===== src/hw/rtl/wjc_pkg.sv =====
// Shared types, widths and codes of the window jitter classifier.
package wjc_pkg;

   localparam int IFACE_W     = 3;
   localparam int RTT_W       = 17;
   localparam int SAMPLE_W    = 16;
   localparam int RING_W      = SAMPLE_W + 1;
   localparam int CNT_W       = 7;
   localparam int WINDOW_MAX  = 64;
   localparam int HEAD_W      = $clog2(WINDOW_MAX);
   localparam int NUM_IFACES  = 8;
   localparam int SUM_W       = SAMPLE_W + HEAD_W;
   localparam int SQ_W        = 2 * SAMPLE_W + HEAD_W;
   localparam int LIMIT_W     = 16;
   localparam int JQ_W        = 20;
   localparam int PROD_W      = SQ_W + CNT_W;
   localparam int ROOT_IN_W   = PROD_W + 9;
   localparam int ROOT_W      = ROOT_IN_W / 2;
   localparam int STEP_W      = $clog2(ROOT_W);
   localparam int GN_W        = LIMIT_W + CNT_W;
   localparam int GG_W        = 2 * GN_W;
   localparam int CSR_IDX_W   = 2;
   localparam int CSR_W       = 16;

   localparam logic [CNT_W-1:0]   WS_RESET       = CNT_W'(16);
   localparam logic [LIMIT_W-1:0] GOOD_RESET     = LIMIT_W'(20);
   localparam logic [LIMIT_W-1:0] DEGRADED_RESET = LIMIT_W'(50);

   localparam logic [CSR_IDX_W-1:0] CSR_WIN_LEN        = 2'd0;
   localparam logic [CSR_IDX_W-1:0] CSR_GOOD_LIMIT     = 2'd1;
   localparam logic [CSR_IDX_W-1:0] CSR_DEGRADED_LIMIT = 2'd2;

   typedef enum logic [1:0] {
      LVL_UNKNOWN  = 2'd0,
      LVL_GOOD     = 2'd1,
      LVL_DEGRADED = 2'd2,
      LVL_POOR     = 2'd3
   } level_type;

   typedef struct packed {
      logic [HEAD_W-1:0] head;
      logic [CNT_W-1:0]  fill;
      logic [CNT_W-1:0]  valid;
      logic [SUM_W-1:0]  sum;
      logic [SQ_W-1:0]   sq;
   } stat_type;

   typedef enum logic [2:0] {
      ST_IDLE,
      ST_RING,
      ST_UPDATE,
      ST_MUL1,
      ST_MUL2,
      ST_CMP,
      ST_ROOT,
      ST_DONE
   } top_state_type;

   typedef enum logic [1:0] {
      RD_IDLE,
      RD_ROOT,
      RD_DIV,
      RD_DONE
   } rd_state_type;

endpackage


===== src/hw/rtl/wjc_root_div.sv =====
// Iterative square root, one result bit a cycle, then restoring divide by the sample count.
module wjc_root_div (
   input  logic                          clock,
   input  logic                          reset,
   input  logic                          start,
   input  logic [wjc_pkg::ROOT_IN_W-1:0] x_in,
   input  logic [wjc_pkg::CNT_W-1:0]     n_in,
   output logic                          done,
   output logic [wjc_pkg::JQ_W-1:0]      q_out
);

   localparam int XW = wjc_pkg::ROOT_IN_W;
   localparam int RW = wjc_pkg::ROOT_W;
   localparam int NW = wjc_pkg::CNT_W;

   wjc_pkg::rd_state_type state_ff, state_in;
   logic [XW-1:0]               x_ff, x_in_r, r_ff, r_in, b_ff, b_in;
   logic [RW-1:0]               quo_ff, quo_in;
   logic [NW-1:0]               rem_ff, rem_in, n_ff, n_in_r;
   logic [wjc_pkg::STEP_W-1:0]  step_ff, step_in;
   logic [XW-1:0]               trial;
   logic [NW:0]                 rem2;

   always_ff @(posedge clock) begin
      if (reset) begin
         state_ff <= wjc_pkg::RD_IDLE;
      end else begin
         state_ff <= state_in;
      end
   end

   always_ff @(posedge clock) begin
      x_ff    <= x_in_r;
      r_ff    <= r_in;
      b_ff    <= b_in;
      quo_ff  <= quo_in;
      rem_ff  <= rem_in;
      n_ff    <= n_in_r;
      step_ff <= step_in;
   end

   always_comb begin
      state_in = state_ff;
      x_in_r   = x_ff;
      r_in     = r_ff;
      b_in     = b_ff;
      quo_in   = quo_ff;
      rem_in   = rem_ff;
      n_in_r   = n_ff;
      step_in  = step_ff;
      trial    = r_ff + b_ff;
      rem2     = {rem_ff, quo_ff[RW-1]};
      done     = 1'b0;
      case (state_ff)
         wjc_pkg::RD_IDLE: begin
            if (start) begin
               x_in_r   = x_in;
               r_in     = '0;
               b_in     = XW'(1) << (XW - 2);
               n_in_r   = n_in;
               state_in = wjc_pkg::RD_ROOT;
            end
         end
         wjc_pkg::RD_ROOT: begin
            // accept the trial bit when the remainder covers it
            if (x_ff >= trial) begin
               x_in_r = x_ff - trial;
               r_in   = (r_ff >> 1) + b_ff;
            end else begin
               r_in   = r_ff >> 1;
            end
            b_in = b_ff >> 2;
            if (b_ff[0]) begin
               quo_in   = r_in[RW-1:0];
               rem_in   = '0;
               step_in  = wjc_pkg::STEP_W'(RW - 1);
               state_in = wjc_pkg::RD_DIV;
            end
         end
         wjc_pkg::RD_DIV: begin
            if (rem2 >= {1'b0, n_ff}) begin
               rem_in = NW'(rem2 - {1'b0, n_ff});
               quo_in = {quo_ff[RW-2:0], 1'b1};
            end else begin
               rem_in = rem2[NW-1:0];
               quo_in = {quo_ff[RW-2:0], 1'b0};
            end
            step_in = step_ff - wjc_pkg::STEP_W'(1);
            if (step_ff == '0) begin
               state_in = wjc_pkg::RD_DONE;
            end
         end
         wjc_pkg::RD_DONE: begin
            done     = 1'b1;
            state_in = wjc_pkg::RD_IDLE;
         end
         default: begin
            state_in = wjc_pkg::RD_IDLE;
         end
      endcase
   end

   assign q_out = quo_ff[wjc_pkg::JQ_W-1:0];

endmodule


===== config.mk =====
export PLATFORM = sky130hd
export DESIGN_NAME = wjc_root_div
export DESIGN_NICKNAME = d
export VERILOG_FILES = /design/src/hw/rtl/wjc_pkg.sv /design/src/hw/rtl/wjc_root_div.sv
export SDC_FILE = /design/constraint.sdc
export NUM_CORES = 1
export LEC_CHECK = 0
export BUFFER_PORTS_ARGS = -buffer_cell sky130_fd_sc_hd__buf_2
export CAP_MARGIN = 20
export CORE_ASPECT_RATIO = 1.2
export CORE_UTILIZATION = 30
export CTS_CLUSTER_DIAMETER = 100
export DETAILED_ROUTE_END_ITERATION = 10
export PLACE_DENSITY_LB_ADDON = 0.2
export RECOVER_POWER = 50
export SYNTH_ARGS = -nofsm -noshare
export SYNTH_HDL_FRONTEND = slang
export SYNTH_SLANG_ARGS = --single-unit

===== constraint.sdc =====
create_clock -name clock -period 18 [get_ports clock]
set_input_delay 3.6 -clock clock [delete_from_list [all_inputs] [get_ports clock]]
set_output_delay 3.6 -clock clock [all_outputs]
set_load 0.1 [all_outputs]

==> out/qor_table.md <==
| Item | Reported | Unit |
| --- | --- | --- |
| Result of the run | complete, but fails checks | - |
| Failing checks | capacitance limit, slew limit | - |
| Launching element type of the critical path | input pin | - |
| Clock root buffer | sky130_fd_sc_hd__clkbuf_16 | - |
| Clock tree buffer depth | 2 | - |
| Final worst path period need | 7.75 | ns |
| TritonCTS clock tree | built | - |
| P&R area growth vs syn | 9.45 | % |
| Most frequently used flop master after synthesis | sky130_fd_sc_hd__edfxtp_1 | - |
| Overall global routing resource usage | 0.172 | - |
| Average footprint of a synthesized cell | 9.34 | µm² |
| Final weighted congestion of routability-driven global placement | 0.897 | - |
| Final Cycle Share | 0.430 | - |
| Met1 global-route usage | 0.197 | - |
| Latest clock arrival within the worst-skew pair | 0.47 | ns |
| Type of the most critical hold path | register to register | - |
| Via count of the first global-routing pass | 12.7k | - |
| Top-level port count | 85 | - |
| Floorplan die area | 51500 | µm² |
| Setup crit end kind | register | - |
| Total of max-cap violations | 6 | - |
| Most common cell after layout, fill and taps aside | sky130_fd_sc_hd__edfxtp_1 | - |
| Largest fanout on the critical path | 60 | - |
| Number of optimization iterations in the first detailed-route pass | 5 | - |
| Final count of pins violating max slew | 297 | - |
| RSZ-0062 raised after global routing | false | - |
| Routed length per placed instance | 19.0 | µm |
| Most frequent cells in the layout | sky130_fd_sc_hd__edfxtp_1 (181), sky130_fd_sc_hd__nand2_1 (142), sky130_fd_sc_hd__a21oi_1 (133) | - |
| # H-tree levels | 4 | - |
| Nets | 1842 | - |
| Maximum number of pins on one net before global-route repair | 68 | - |
| Crit path required time | 18.00 | ns |
| Post-CTS sizing | 0 | - |
| Final wirelength | 43.8 | mm |
| Wire length of the first global-routing pass | 69.8 | mm |
| Nets in the synthesized netlist | 1815 | - |
| Share of flip-flops with an asynchronous set or reset | 0 | - |
| Cts bufs inserted | 17 | - |
| Worst-margin pin slew | 3.51 | ns |
| Post-detail-place hpwl | 33.3 | mm |
| Total core area | 49600 | µm² |
| Hold bufs inserted after CTS | 0 | - |
| 1st-iter DRT viols | 698 | - |
| Gate count of the mapped netlist | 1626 | - |
| Flop and latch count out of synthesis | 183 | - |
| Post-route DRC | 0 | - |
| Num rows | 89 | - |
| Met3 demand-to-capacity share in global routing | 0.0237 | - |
| Total Negative Setup Slacks | 0 | ns |
| Unique masters post-synth | 90 | - |
| Number of nets with antenna violations after routing | 0 | - |
| Postcts setup bufs | 0 | - |
| Hold violation total from the final report | 0 | - |
| Diodes inserted | 0 | - |
| Netlist area before placement | 15200 | µm² |
| Initial antenna violation count | 0 | - |
| Clock-pin transition on the worst setup and hold timing paths | 0.08 | ns |
| Detailed-route via count | 12.5k | - |
| Fraction of layout instances using a drive strength above 1 | 0.108 | - |
| Setup-failing EPs final | 0 | - |
| CTS Sinks | 183 | - |
| GRT met2 Usage | 0.319 | - |
| Worst Path Class, Setup | input pin to register | - |
| Clock skew | 0.0147 | ns |
| Starting density of the core | 0.306 | - |
| Count of input and output buffers | 84 | - |
| Slew margin rel. | -1.34 | - |
| Leftover overflow at the end of global routing | 0 | - |
| Most crowded layer after global routing | met2 | - |
| Count of flip-flops with a built-in enable after synthesis | 181 | - |
| Arr. time, crit path | 7.74 | ns |
| Die Width | 207 | µm |
| Highest clock frequency the design can meet | 129 | MHz |
| Total of warnings raised by yosys | 0 | - |
| Seq/Total Area, Yosys | 0.361 | - |
| Post-DR vias/cell | 5.41 | - |
| Height of the die | 248 | µm |
==> registers in the layout, indices dropped and copies added, names as in the netlist <==
name	count
r_ff	54
x_ff	54
b_ff	27
quo_ff	27
n_ff	7
rem_ff	7
step_ff	5
state_ff	2
==> Yosys cell counts, types with 6 or more instances <==
cell / instances / area [µm²]
sky130_fd_sc_hd__clkbuf_1: 45 / 169
sky130_fd_sc_hd__nand4_1: 40 / 250
sky130_fd_sc_hd__buf_4: 23 / 173
sky130_fd_sc_hd__mux2i_1: 26 / 260
sky130_fd_sc_hd__a21o_1: 31 / 233
sky130_fd_sc_hd__a21oi_1: 133 / 666
sky130_fd_sc_hd__o21ai_1: 25 / 125
sky130_fd_sc_hd__o21a_1: 13 / 97.6
sky130_fd_sc_hd__nand2_1: 142 / 533
sky130_fd_sc_hd__nor3_1: 28 / 140
sky130_fd_sc_hd__xor2_1: 53 / 464
sky130_fd_sc_hd__mux2_2: 38 / 428
sky130_fd_sc_hd__xnor2_1: 70 / 613
sky130_fd_sc_hd__buf_2: 15 / 75.1
sky130_fd_sc_hd__inv_1: 39 / 146
sky130_fd_sc_hd__a211oi_1: 16 / 120
sky130_fd_sc_hd__a31oi_1: 57 / 357
sky130_fd_sc_hd__a21boi_0: 11 / 82.6
sky130_fd_sc_hd__and2_1: 42 / 263
sky130_fd_sc_hd__or3_1: 18 / 113
sky130_fd_sc_hd__nand2b_1: 22 / 138
sky130_fd_sc_hd__o211ai_1: 6 / 45.0
sky130_fd_sc_hd__nand3_1: 31 / 155
sky130_fd_sc_hd__o21ai_0: 88 / 440
sky130_fd_sc_hd__o21bai_1: 25 / 188
sky130_fd_sc_hd__ha_1: 123 / 1540
sky130_fd_sc_hd__edfxtp_1: 181 / 5440
sky130_fd_sc_hd__o31ai_1: 12 / 90.1
sky130_fd_sc_hd__and4_1: 8 / 70.1
sky130_fd_sc_hd__a31o_2: 13 / 114
sky130_fd_sc_hd__nor2_1: 122 / 458
sky130_fd_sc_hd__and3_1: 13 / 81.3
sky130_fd_sc_hd__nor2b_1: 17 / 106
==> worst max-delay path: stages <==
cell and delay [ns]:
sky130_fd_sc_hd__clkbuf_1 0.22, sky130_fd_sc_hd__and2_0 0.49, sky130_fd_sc_hd__a21o_1 0.83, sky130_fd_sc_hd__clkbuf_1 2.53
==> layout make-up <==
type                       count  area [µm²]
clock buffer                  19         453
clock inverter                13         175
fill                        5144       32900
inverter                      39         146
multi-input combinational   1320        9140
sequential                   183        5480
tap                          637         797
timing repair buffer          92         430
==> through the flow <==
stage,area (µm²),cells,hold WS (ns),worst slack (ns),util
2_1_floorplan,15200,1626,0.506,7.78,-
3_3_place_gp,16100,2271,0.523,11.70,0.324
3_5_place_dp,16100,2271,0.546,11.61,0.324
4_1_cts,16700,2303,0.565,11.58,0.337
5_1_grt,16600,2303,0.586,9.86,0.335
6_report,16600,2303,0.549,10.25,0.335
==> logic make-up after synthesis <==
logic type	count (synthesis)	share of synthesized area
XOR/XNOR	123	0.0710
AO/OA/AOI/OAI	492	0.211
AND/OR/NAND/NOR	516	0.170
flip-flops	183	0.361
buffers and inverters	123	0.0378
adder cells (fa/ha/maj)	125	0.104
multiplexers	64	0.0453
==> routing by layer <==
| layer | up-vias | share of wire | routed length [µm] |
|---|---|---|---|
| met1 | 6030 | 0.42 | 18300 |
| met3 | 55 | 0.029 | 1270 |
| met2 | 220 | 0.53 | 23000 |
| li1 | 6151 | - | - |
| met4 | 0 | 0.027 | 1190 |
| met5 | - | 0 | 0 |
==> final timing paths <==
| check | to | from | cells past startpoint | slack, ns |
|---|---|---|---|---|
| max reg2reg | x_ff[47]$_DFFE_PP_ | b_ff[0]$_SDFFCE_PN0P_ | 21 | 11.60 |
| max | r_ff[44]$_SDFFCE_PN0P_ | start | 4 | 10.25 |
| min reg2reg | state_ff[0]$_SDFFE_PP0P_ | state_ff[0]$_SDFFE_PP0P_ | 2 | 0.55 |
| min | state_ff[0]$_SDFFE_PP0P_ | state_ff[0]$_SDFFE_PP0P_ | 2 | 0.55 |
Power is not shown: default switching activity piles up to over one toggle a cycle in this logic, so the estimate is an artifact.
