$ cat src/hw/rtl/wjc_pkg.sv
// Shared types, widths and codes of the window jitter classifier.
package wjc_pkg;

   localparam int IFACE_W     = 3;
   localparam int RTT_W       = 17;
   localparam int SAMPLE_W    = 16;
   localparam int RING_W      = SAMPLE_W + 1;
   localparam int CNT_W       = 7;
   localparam int WINDOW_MAX  = 64;
   localparam int HEAD_W      = $clog2(WINDOW_MAX);
   localparam int NUM_IFACES  = 8;
   localparam int SUM_W       = SAMPLE_W + HEAD_W;
   localparam int SQ_W        = 2 * SAMPLE_W + HEAD_W;
   localparam int LIMIT_W     = 16;
   localparam int JQ_W        = 20;
   localparam int PROD_W      = SQ_W + CNT_W;
   localparam int ROOT_IN_W   = PROD_W + 9;
   localparam int ROOT_W      = ROOT_IN_W / 2;
   localparam int STEP_W      = $clog2(ROOT_W);
   localparam int GN_W        = LIMIT_W + CNT_W;
   localparam int GG_W        = 2 * GN_W;
   localparam int CSR_IDX_W   = 2;
   localparam int CSR_W       = 16;

   localparam logic [CNT_W-1:0]   WS_RESET       = CNT_W'(16);
   localparam logic [LIMIT_W-1:0] GOOD_RESET     = LIMIT_W'(20);
   localparam logic [LIMIT_W-1:0] DEGRADED_RESET = LIMIT_W'(50);

   localparam logic [CSR_IDX_W-1:0] CSR_WIN_LEN        = 2'd0;
   localparam logic [CSR_IDX_W-1:0] CSR_GOOD_LIMIT     = 2'd1;
   localparam logic [CSR_IDX_W-1:0] CSR_DEGRADED_LIMIT = 2'd2;

   typedef enum logic [1:0] {
      LVL_UNKNOWN  = 2'd0,
      LVL_GOOD     = 2'd1,
      LVL_DEGRADED = 2'd2,
      LVL_POOR     = 2'd3
   } level_type;

   typedef struct packed {
      logic [HEAD_W-1:0] head;
      logic [CNT_W-1:0]  fill;
      logic [CNT_W-1:0]  valid;
      logic [SUM_W-1:0]  sum;
      logic [SQ_W-1:0]   sq;
   } stat_type;

   typedef enum logic [2:0] {
      ST_IDLE,
      ST_RING,
      ST_UPDATE,
      ST_MUL1,
      ST_MUL2,
      ST_CMP,
      ST_ROOT,
      ST_DONE
   } top_state_type;

   typedef enum logic [1:0] {
      RD_IDLE,
      RD_ROOT,
      RD_DIV,
      RD_DONE
   } rd_state_type;

endpackage

$ cat src/hw/rtl/wjc_stat_mem.sv
// Per-interface statistics memory with entry valid bits; an unwritten entry reads as zero.
module wjc_stat_mem #(
   parameter int DEPTH  = 8,
   parameter int ADDR_W = 3
) (
   input  logic                 clock,
   input  logic                 reset,
   input  logic                 clear,
   input  logic                 rd_en,
   input  logic [ADDR_W-1:0]    rd_addr,
   output wjc_pkg::stat_type    rd_data,
   input  logic                 wr_en,
   input  logic [ADDR_W-1:0]    wr_addr,
   input  wjc_pkg::stat_type    wr_data
);

   wjc_pkg::stat_type mem [DEPTH];
   logic [DEPTH-1:0]  vld_ff;
   wjc_pkg::stat_type rd_data_ff;
   logic              rd_vld_ff;

   always_ff @(posedge clock) begin
      if (wr_en) begin
         mem[wr_addr] <= wr_data;
      end
      if (rd_en) begin
         rd_data_ff <= mem[rd_addr];
      end
   end

   always_ff @(posedge clock) begin
      if (reset || clear) begin
         vld_ff    <= '0;
         rd_vld_ff <= 1'b0;
      end else begin
         if (wr_en) begin
            vld_ff[wr_addr] <= 1'b1;
         end
         if (rd_en) begin
            rd_vld_ff <= vld_ff[rd_addr];
         end
      end
   end

   assign rd_data = rd_vld_ff ? rd_data_ff : '0;

endmodule

$ cat config.mk
export PLATFORM = sky130hd
export DESIGN_NAME = wjc_stat_mem
export DESIGN_NICKNAME = d
export VERILOG_FILES = /design/src/hw/rtl/wjc_pkg.sv /design/src/hw/rtl/wjc_stat_mem.sv
export SDC_FILE = /design/constraint.sdc
export NUM_CORES = 1
export LEC_CHECK = 0
export BUFFER_PORTS_ARGS = -buffer_cell sky130_fd_sc_hd__buf_2
export CAP_MARGIN = 0
export CORE_ASPECT_RATIO = 0.6
export CORE_UTILIZATION = 50
export CTS_CLUSTER_SIZE = 8
export DETAILED_ROUTE_END_ITERATION = 16
export GPL_ROUTABILITY_DRIVEN = 0
export HOLD_SLACK_MARGIN = 0.03
export PLACE_DENSITY_LB_ADDON = 0.3
export SYNTH_ARGS = -nofsm -noshare
export SYNTH_HDL_FRONTEND = slang
export SYNTH_SLANG_ARGS = --single-unit
export TNS_END_PERCENT = 1
$ cat constraint.sdc
create_clock -name clock -period 13.7 [get_ports clock]
set_input_delay 0.685 -clock clock [delete_from_list [all_inputs] [get_ports clock]]
set_output_delay 0.685 -clock clock [all_outputs]
set_load 0.02 [all_outputs]
==> results by group, run 1 <==
Global routing
  • Initial antenna violation count: 9
  • Met2 usage: 0.3204
  • Layer with the highest usage: met2
  • Grt met1 use: 0.2722
  • First-pass GRT wire length: between 80000 and 90000 um
  • Largest net degree at the start of global routing: 91
  • GRT Overall Usage: 0.1969
  • Met3 Usage GRT: 0.04518
  • GR Overflow Total: 0
  • Vias in the first global route: roughly 13k

Timing
  • Worst Max-Slew Pin Slew: 1079 ps
  • F_max: 271.4 MHz
  • Post-route setup TNS: 0 ps
  • Final min period: 3685 ps
  • Final setup vio count: 0
  • Final Cycle Share: 0.2690
  • RSZ-0062 raised after global routing: false
  • Slew margin rel.: 0.2807
  • Hold_ws: about 340 ps
  • Max-slew violation count: 0
  • Post-Route Skew: about 22 ps
  • Hold Violations, Final: 0

Route
  • Drt drc: 0
  • Routed WL: 53090 um
  • DR vias: 11.98k
  • Initial DRC Count: between 900 and 1k
  • Routed Antenna Nets: 0
  • Mean number of vias per cell: roughly 5.7
  • Routed WL per cell: approximately 25 um
  • Drt first pass iters: 5

Layout
  • Share of layout cells above drive strength 1: 0.3898
  • Final Non-Filler Cells: 2115
  • Final nets: 1462
  • Commonest non-fill, non-tap cell in the layout: edfxtp_1
  • Area growth syn-to-layout: 16.07%
  • Post-route cell area: roughly 0.032 mm2
  • Most frequent cells in the layout: edfxtp_1, buf_2, mux4_2, clkbuf_16

Worst setup path
  • Worst R2R End: rd_vld_ff$_SDFFE_PP0P_
  • Worst R2R Start: rd_vld_ff$_SDFFE_PP0P_
  • Critical-path maximum fanout: 73
  • CP max-delay cell: buf_4
  • Crit path max-delay family: buffers and inverters
  • Required @ worst endpoint: ~14000 ps
  • Worst path bufs/invs: 3
  • CP peak stage delay: 900 ps
  • Crit path DAT: 4040 ps
  • R2R Setup Slk: 11840 ps
  • Setup crit end kind: flip-flop
  • Setup CP Type: in -> reg
  • Crit path launch type: primary input
  • Crit path cell chain: buf_8 > buf_4 > buf_4 > mux4_2 > mux2_2
  • Worst r2r path cells: 3
  • CP most frequent cell: buf_4

Clocking
  • Resized cells post-CTS: 0
  • Sinks on Clock Net: 729
  • Max clock buf depth: 3
  • Setup bufs post-CTS: 0
  • H-tree levels: 3
  • Clock slew at reported path FFs: 50 ps
  • CTS Hold Bufs: 0
  • CTS tree: done
  • Clock Tree Root: clkbuf_16
  • Worst skew pair latency: 620 ps
  • TritonCTS Buffers: 101

Floorplanning
  • Die Span Y: 183.1 um
  • Die width: approximately 300 um
  • Initial core utilization: 0.5131
  • Ports: 171
  • Total Die Area: 0.05564 mm2
  • Core footprint: 0.05327 mm2
  • Rows: 65

Placement
  • Dpl hpwl: 25900 um
  • Port Buffer Count: 170
  • Placed cell count: 1971
  • Placed inst area: between 0.02 and 0.03 mm2

Worst hold path
  • Hold-critical path depth: 1
  • Min-delay src: wr_data[21]
  • Worst hold path class: in -> reg
  • Hold Path End: mem[6][21]$_DFFE_PP_

Status
  • Status: finished, final reports clean

Yosys
  • Synthesized instance count: 1132
  • Post-synth cell types: 19
  • Synthesized area: about 0.027 mm2
  • Post-synth net total: ~1.2k
  • #FFs+latches synth: roughly 730
  • Yosys warning count: 0
  • Syn avg cell area: 24.15 um2
  • Seq/Total Area, Yosys: 0.7976

Pwr
  • Max IR drop VDD: between 0.00008 and 0.00009 V
  • Lkg Pwr: 0.01055 uW
  • Power density over the cells: about 160 mW/mm2

Run
  • Max-cap check violation count: 0
==> Yosys cell counts, drive strengths merged <==
master	n	area, um2
nor2	7	26.28
nand2	2	7.510
clkbuf	24	90.09
o21ai	1	5.000
mux4	161	3626
dfxtp	9	180.2
o21a	8	60.06
a21oi	1	5.000
mux2	80	900.9
nor3	2	10.01
nand2b	3	18.77
buf	30	242.7
mux2i	4	40.04
edfxtp	720	21620
and2	80	500.5
==> cell type report <==
cell class | count | area [um2]
antenna | 6 | 15.01
clock buffer | 133 | 2690
clock inverter | 5 | 58.81
fill | 3700 | 21540
multi-input combinational | 349 | 5255
sequential | 729 | 21800
tap | 703 | 879.6
timing repair buffer | 190 | 1026
==> cell families (layout without fill, tap and decap cells) <==
group | after synthesis | in the layout | share of synthesized area
and+or+nand+nor | 94 | 94 | 0.02060
AOI/OAI and AO/OA | 10 | 10 | 0.002563
other | 0 | 6 | 0
DFF | 729 | 729 | 0.7976
buffers and inverters | 54 | 328 | 0.01218
muxes | 245 | 245 | 0.1671
==> report_power, final <==
| part | internal [uW] | switching [uW] | total (uW) |
|---|---|---|---|
| logic | 99.5 | 120 | 219 |
| clock network | 1340 | 832 | 2170 |
| registers | 2550 | 19.5 | 2570 |
| total | 3990 | 972 | 4960 |
==> flip-flops by register name, indices dropped and copies added (netlist names) <==
name        count
rd_vld_ff       1
rd_data_ff     80
mem           640
vld_ff          8
==> worst max-delay path by stage <==
stage	start	end	cells past startpoint
final	rd_addr[0]	rd_data_ff[8]$_DFFE_PP_	5
after global routing	rd_addr[0]	rd_data_ff[12]$_DFFE_PP_	5
after CTS	rd_addr[0]	rd_data_ff[17]$_DFFE_PP_	5
after detailed placement	rd_addr[0]	rd_data_ff[10]$_DFFE_PP_	5
after global placement	rd_addr[0]	rd_data_ff[1]$_DFFE_PP_	5
after floorplan	wr_addr[2]	mem[0][0]$_DFFE_PP_	2
==> stage by stage <==
stage / total power [uW] / setup slack (ps) / utilization
global route: 5130 / 9649 / 0.5953
finish: 4963 / 10010 / 0.5956
global placement: 2826 / 9321 / 0.5437
CTS: 5018 / 9888 / 0.5953
floorplan: 2750 / 6743 / -
detailed placement: 2835 / 9238 / 0.5437
==> metal layers <==
| metal | share of wire | up-vias |
|---|---|---|
| li1 | - | 5218 |
| met1 | 0.44 | 6426 |
| met2 | 0.50 | 259 |
| met3 | 0.051 | 67 |
| met4 | 0.014 | 8 |
| met5 | 0.00098 | - |
(Power assumes the default switching activity.)
==> inputs of run 2 (changes only) <==
==> constraint.sdc (replaced) <==
create_clock -name clock -period 3.8 [get_ports clock]
set_input_delay 0.19 -clock clock [delete_from_list [all_inputs] [get_ports clock]]
set_output_delay 0.19 -clock clock [all_outputs]
set_load 0.02 [all_outputs]
==> run 2 against run 1 <==
Non-clock buffer count increased by 90. Cell count rose by 3.9%. Combinational power grew to 4.0 times the previous value. First-iteration DRC count is 23% higher. Via count rose by 4.2%. Register-to-register slack got worse by 9600 ps. Critical path depth decreased by 2.
==> results by group, run 2 (synthesized netlist as in run 1, its figures left out) <==
Worst hold path
  • Worst hold path class: in -> reg
  • Min-delay src: wr_addr[0]

Route
  • DR vias: about 12k
  • Routed Antenna Nets: 0
  • Initial DRC Count: 1109
  • Top layer in use: met5
  • Routed WL per cell: 24.78 um
  • Drt drc: 0
  • Metal3 WL: 2912 um
  • Mean number of vias per cell: 5.677
  • Met2 wire len: roughly 27000 um
  • Drt first pass iters: 4
  • Routed WL: between 50000 and 60000 um
  • M1 WL: 23610 um

Floorplanning
  • Ports: 171
  • Rows: 65
  • Die width: 303.9 um
  • Core footprint: 0.05327 mm2
  • Total Die Area: between 0.05 and 0.06 mm2
  • Initial core utilization: 0.5131
  • Die Span Y: 183.1 um

Timing
  • Max-slew violation count: 0
  • Final Cycle Share: 0.6882
  • Final setup vio count: 0
  • Final setup margin: 1185 ps
  • F_max: 382.4 MHz
  • Slew margin rel.: 0.2261
  • RSZ-0062 raised after global routing: false
  • Final min period: 2615 ps
  • Post-route setup TNS: 0 ps
  • Post-Route Skew: 22.26 ps
  • Hold Violations, Final: 0
  • Worst Max-Slew Pin Slew: approximately 1200 ps

Worst setup path
  • CP peak stage delay: between 1000 and 1500 ps
  • Worst path bufs/invs: 2
  • Crit path cell chain: buf_4 > and2_1 > buf_2
  • Crit path launch type: flip-flop
  • Crit path max-delay family: flip-flops
  • Setup crit end kind: output port
  • Required @ worst endpoint: 3610 ps
  • Critical-path maximum fanout: 47
  • CP max-delay cell: dfxtp_2
  • Worst R2R Start: rd_vld_ff$_SDFFE_PP0P_
  • Crit path DAT: 2430 ps
  • Setup CP Type: reg -> out
  • Setup crit start: rd_vld_ff$_SDFFE_PP0P_

Layout
  • Final nets: 1552
  • Fillers: 3620
  • Final Non-Filler Cells: 2198
  • Area growth syn-to-layout: 19.94%
  • Commonest non-fill, non-tap cell in the layout: edfxtp_1
  • Most frequent cells in the layout: edfxtp_1, buf_2, mux4_2, clkbuf_16, dlygate4sd3_1
  • Largest registers: mem x640, rd_data_ff x80, vld_ff x8
  • Footprint of the multi-input gates: 0.005268 mm2
  • Most flop-heavy register: mem
  • Share of layout cells above drive strength 1: 0.3724
  • Max reg flops: 640
  • FF/Latch Area: 0.02180 mm2

Clocking
  • Sinks on Clock Net: 729
  • Setup bufs post-CTS: 0
  • Worst skew pair latency: approximately 640 ps
  • H-tree levels: 3
  • Clock slew at reported path FFs: 50 ps
  • Clock Tree Root: clkbuf_16
  • CTS tree: done
  • TritonCTS Buffers: 101
  • Max clock buf depth: 3

Pwr
  • Power density over the cells: 552.2 mW/mm2
  • Max IR drop VDD: about 0.00034 V
  • Design Power: 18100 uW
  • Lkg Pwr: 0.01099 uW

Global routing
  • Vias in the first global route: 13.47k
  • GR Overflow Total: 0
  • Initial antenna violation count: 6
  • GRT Overall Usage: 0.2019
  • First-pass GRT wire length: 82830 um
  • Largest net degree at the start of global routing: 82

Placement
  • Dpl hpwl: 27550 um
  • Post-Place Setup Slack: about 1500 ps
  • Port Buffer Count: 170
  • Placed cell count: slightly below 2k

Run
  • Max-cap check violation count: 0

Status
  • Status: finished, final reports clean
[run 2: changes by cell type in the layout (fill, tap and decap cells not counted), moves of 3 or more]
cell / before / now
clkbuf_1: 30 / 26
dlygate4sd3_1: 0 / 83
buf_4: 21 / 18
buf_12: 0 / 11
diode_2: 6 / 2
[run 2: worst register-to-register path: stages, from the launching register on]
cell and delay [ps]:
dfxtp_2 1090, o21ai_0 210, a21oi_1 150
[run 2: routing by layer]
metal,vias up,global-route usage
met1,6631,0.2765
met3,101,0.04483
met2,343,0.3300
met4,8,0.05827
met5,-,0
li1,5396,-
[run 2: cell type report]
| type | count | area share |
|---|---|---|
| antenna | 2 | 0.0001527 |
| clock buffer | 129 | 0.08160 |
| clock inverter | 6 | 0.003359 |
| multi-input combinational | 349 | 0.1607 |
| sequential | 729 | 0.6651 |
| tap | 703 | 0.02683 |
| timing repair buffer | 280 | 0.06233 |
[run 2: path summary, 6_finish.rpt]
path              slack (ps)  cells past startpoint                      to
setup / recovery        1180                      3             rd_data[27]
hold / removal           340                      3    mem[5][79]$_DFFE_PP_
setup reg to reg        2270                      2  rd_vld_ff$_SDFFE_PP0P_
hold reg to reg          470                      1  vld_ff[6]$_SDFFE_PP0P_
[run 2: report_power, final]
group          switching [uW]  total, uW  internal (uW)  leakage [uW]
clock                    3110       7950           4840       0.00135
sequential               80.3       9270           9190       0.00667
combinational             453        882            429       0.00298
[run 2: what timing repair did]
| action | CTS | global route |
|---|---|---|
| gates resized for setup | 0 | 0 |
| hold buffers | 83 | 0 |
| hold endpoints to repair | 658 | 0 |
| endpoints found under the setup margin | 0 | 0 |
[run 2: stage by stage]
stage	area (um2)	hold slack, ps	utilization
after detailed placement	29160	454.2	0.5474
final	32780	341.2	0.6154
after global routing	32780	341.6	0.6153
after global placement	29160	445.6	0.5474
after floorplan	27350	279.9	-
after CTS	32780	324.4	0.6153
==> inputs of run 3 (changes only) <==
==> constraint.sdc (replaced) <==
create_clock -name clock -period 2.7 [get_ports clock]
set_input_delay 0.135 -clock clock [delete_from_list [all_inputs] [get_ports clock]]
set_output_delay 0.135 -clock clock [all_outputs]
set_load 0.02 [all_outputs]
==> run 3 against run 2 <==
Clock power is 38% higher. Clock skew shrank 10 ps. Non-clock buffer count fell by 2. Utilization increased by 0.12 points. Register-to-register slack got worse by 990 ps. Sequential share of layout area is 0.13 points lower. Sequential power increased by 40%. Largest cell class unchanged. Highest routed layer unchanged.
==> results by group, run 3 (synthesized netlist as in run 1, its figures left out) <==
Worst setup path
  • CP max-delay cell: dfxtp_2
  • Critical-path maximum fanout: 26
  • Setup crit end kind: output port
  • Setup CP Type: reg -> out
  • CP peak stage delay: 760 ps
  • Worst path bufs/invs: 2
  • Crit path max-delay family: flip-flops
  • Crit path launch type: flip-flop
  • Crit path cell chain: buf_12 > and2_1 > buf_2
  • Worst R2R Start: mem[3][54]$_DFFE_PP_
  • Worst R2R End: rd_data_ff[54]$_DFFE_PP_
  • Crit path DAT: approximately 2100 ps
  • Setup crit start: rd_vld_ff$_SDFFE_PP0P_
  • Required @ worst endpoint: 2570 ps
  • Worst r2r path cells: 2
  • R2R Setup Slk: 1280 ps

Floorplanning
  • Initial core utilization: 0.5131
  • Ports: roughly 170
  • Total Die Area: 0.05564 mm2
  • Core footprint: 0.05327 mm2
  • Die width: approximately 300 um
  • Rows: 65
  • Die Span Y: 183.1 um

Placement
  • Dpl hpwl: between 20000 and 30000 um
  • Placed inst area: approximately 0.029 mm2
  • Port Buffer Count: between 150 and 200
  • Post-Place Setup Slack: 755.2 ps

Global routing
  • Initial antenna violation count: 4
  • GR Overflow Total: 0
  • Vias in the first global route: 13.24k
  • GRT Overall Usage: 0.1980
  • First-pass GRT wire length: ~80000 um
  • Largest net degree at the start of global routing: 82

Timing
  • F_max: 442.2 MHz
  • Max-slew violation count: 0
  • Final min period: 2262 ps
  • Worst Max-Slew Pin Slew: 691.9 ps
  • Hold_ws: 157.3 ps
  • Final setup vio count: 0
  • Hold Violations, Final: 0
  • RSZ-0062 raised after global routing: false
  • Slew margin rel.: 0.5376
  • Final Cycle Share: 0.8376
  • Post-route setup TNS: 0 ps
  • Post-Route Skew: 11.88 ps
  • Final setup margin: 438.4 ps

Layout
  • Fillers: 3604
  • Share of layout cells above drive strength 1: 0.3732
  • Most flop-heavy register: mem
  • Area growth syn-to-layout: 20.17%
  • Max reg flops: 640
  • Post-route cell area: approximately 0.033 mm2
  • Commonest non-fill, non-tap cell in the layout: edfxtp_1
  • Largest registers: mem x640, rd_data_ff x80, vld_ff x8
  • Most frequent cells in the layout: edfxtp_1, buf_2, mux4_2, clkbuf_16, dlygate4sd3_1
  • Final nets: 1550

Status
  • Status: finished, final reports clean

Clocking
  • Clock slew at reported path FFs: 50 ps
  • Sinks on Clock Net: 729
  • TritonCTS Buffers: 101
  • Setup bufs post-CTS: 0
  • Max clock buf depth: 3
  • Worst skew pair latency: 630 ps
  • Clock Tree Root: clkbuf_16
  • CTS tree: done
  • H-tree levels: 3

Route
  • Routed WL: roughly 53000 um
  • Drt drc: 0
  • DR vias: 12.34k
  • Routed WL per cell: 24.37 um
  • Routed Antenna Nets: 0
  • Mean number of vias per cell: around 5.6
  • Drt first pass iters: 4
  • Initial DRC Count: 1049

Worst hold path
  • Worst hold path class: in -> reg
  • Hold Path End: mem[0][77]$_DFFE_PP_
  • Hold-critical path depth: 3
  • Min-delay src: wr_addr[0]

Pwr
  • Power density over the cells: 771.1 mW/mm2
  • Max IR drop VDD: 0.0005141 V
  • Lkg Pwr: 0.01100 uW

Run
  • Max-cap check violation count: 0
-- run 3: cell types whose count changed in the layout (fill, tap and decap cells not counted) --
cell       delta
inv_16        +2
clkinv_16     -2
buf_4        -13
inv_6         +2
clkbuf_1      -4
nand2b_1      -1
diode_2       +1
buf_12       +11
clkbuf_16     -2
nand2b_4      +1
-- run 3: worst register-to-register path, delay by kind of cell, from the launching register on --
family        cells  cell delay (ps)
flip-flops        1              390
multiplexers      2              770
-- run 3: power by group --
part	leakage (uW)	internal (uW)	total, uW	switching (uW)
logic	0.00301	618	1260	642
registers	0.00667	12900	13000	100
clock network	0.00132	6690	11000	4340
total	0.0110	20200	25300	5090
-- run 3: how the worst max path moves through the flow --
| stage | to | slack [ps] | cells after the start |
|---|---|---|---|
| after detailed placement | rd_data_ff[8]$_DFFE_PP_ | 760 | 4 |
| after floorplan | mem[1][0]$_DFFE_PP_ | -160 | 2 |
| final | rd_data[16] | 440 | 3 |
| after global routing | rd_data[16] | 350 | 3 |
| after CTS | rd_data[16] | 400 | 3 |
| after global placement | rd_data_ff[7]$_DFFE_PP_ | 770 | 4 |
-- run 3: layout make-up --
class | instances | area [um2] | share of cell area
Tap cell | 703 | 879.6 | 0.02678
Clock buffer | 123 | 2610 | 0.07946
Antenna cell | 3 | 7.507 | 0.0002285
Multi-Input combinational cell | 349 | 5275 | 0.1606
Clock inverter | 8 | 107.6 | 0.003276
Timing Repair Buffer | 278 | 2166 | 0.06594
Sequential cell | 729 | 21800 | 0.6637
-- run 3: stage by stage --
step                      cells    util  total power (uW)
after floorplan            1132       -             13940
after global placement     1976  0.5499             14380
after detailed placement   1976  0.5499             14430
after CTS                  2190  0.6165             25560
after global routing       2192  0.6166             26130
final                      2193  0.6166             25330
-- run 3: metal layers --
layer,up-vias,share of wire,track usage,wire (um)
met5,-,0.00026,0,14
met4,2,0.017,0.05137,911
met2,338,0.49,0.3200,26190
met1,6548,0.44,0.2815,23730
met3,77,0.049,0.03744,2599
li1,5379,-,-,-
-- run 3: what timing repair did --
item / 4_1_cts / 5_1_grt
gates resized for setup: 0 / 0
endpoints found under the setup margin: 0 / 0
hold buffers: 83 / 0
endpoints found under the hold margin: 662 / 0
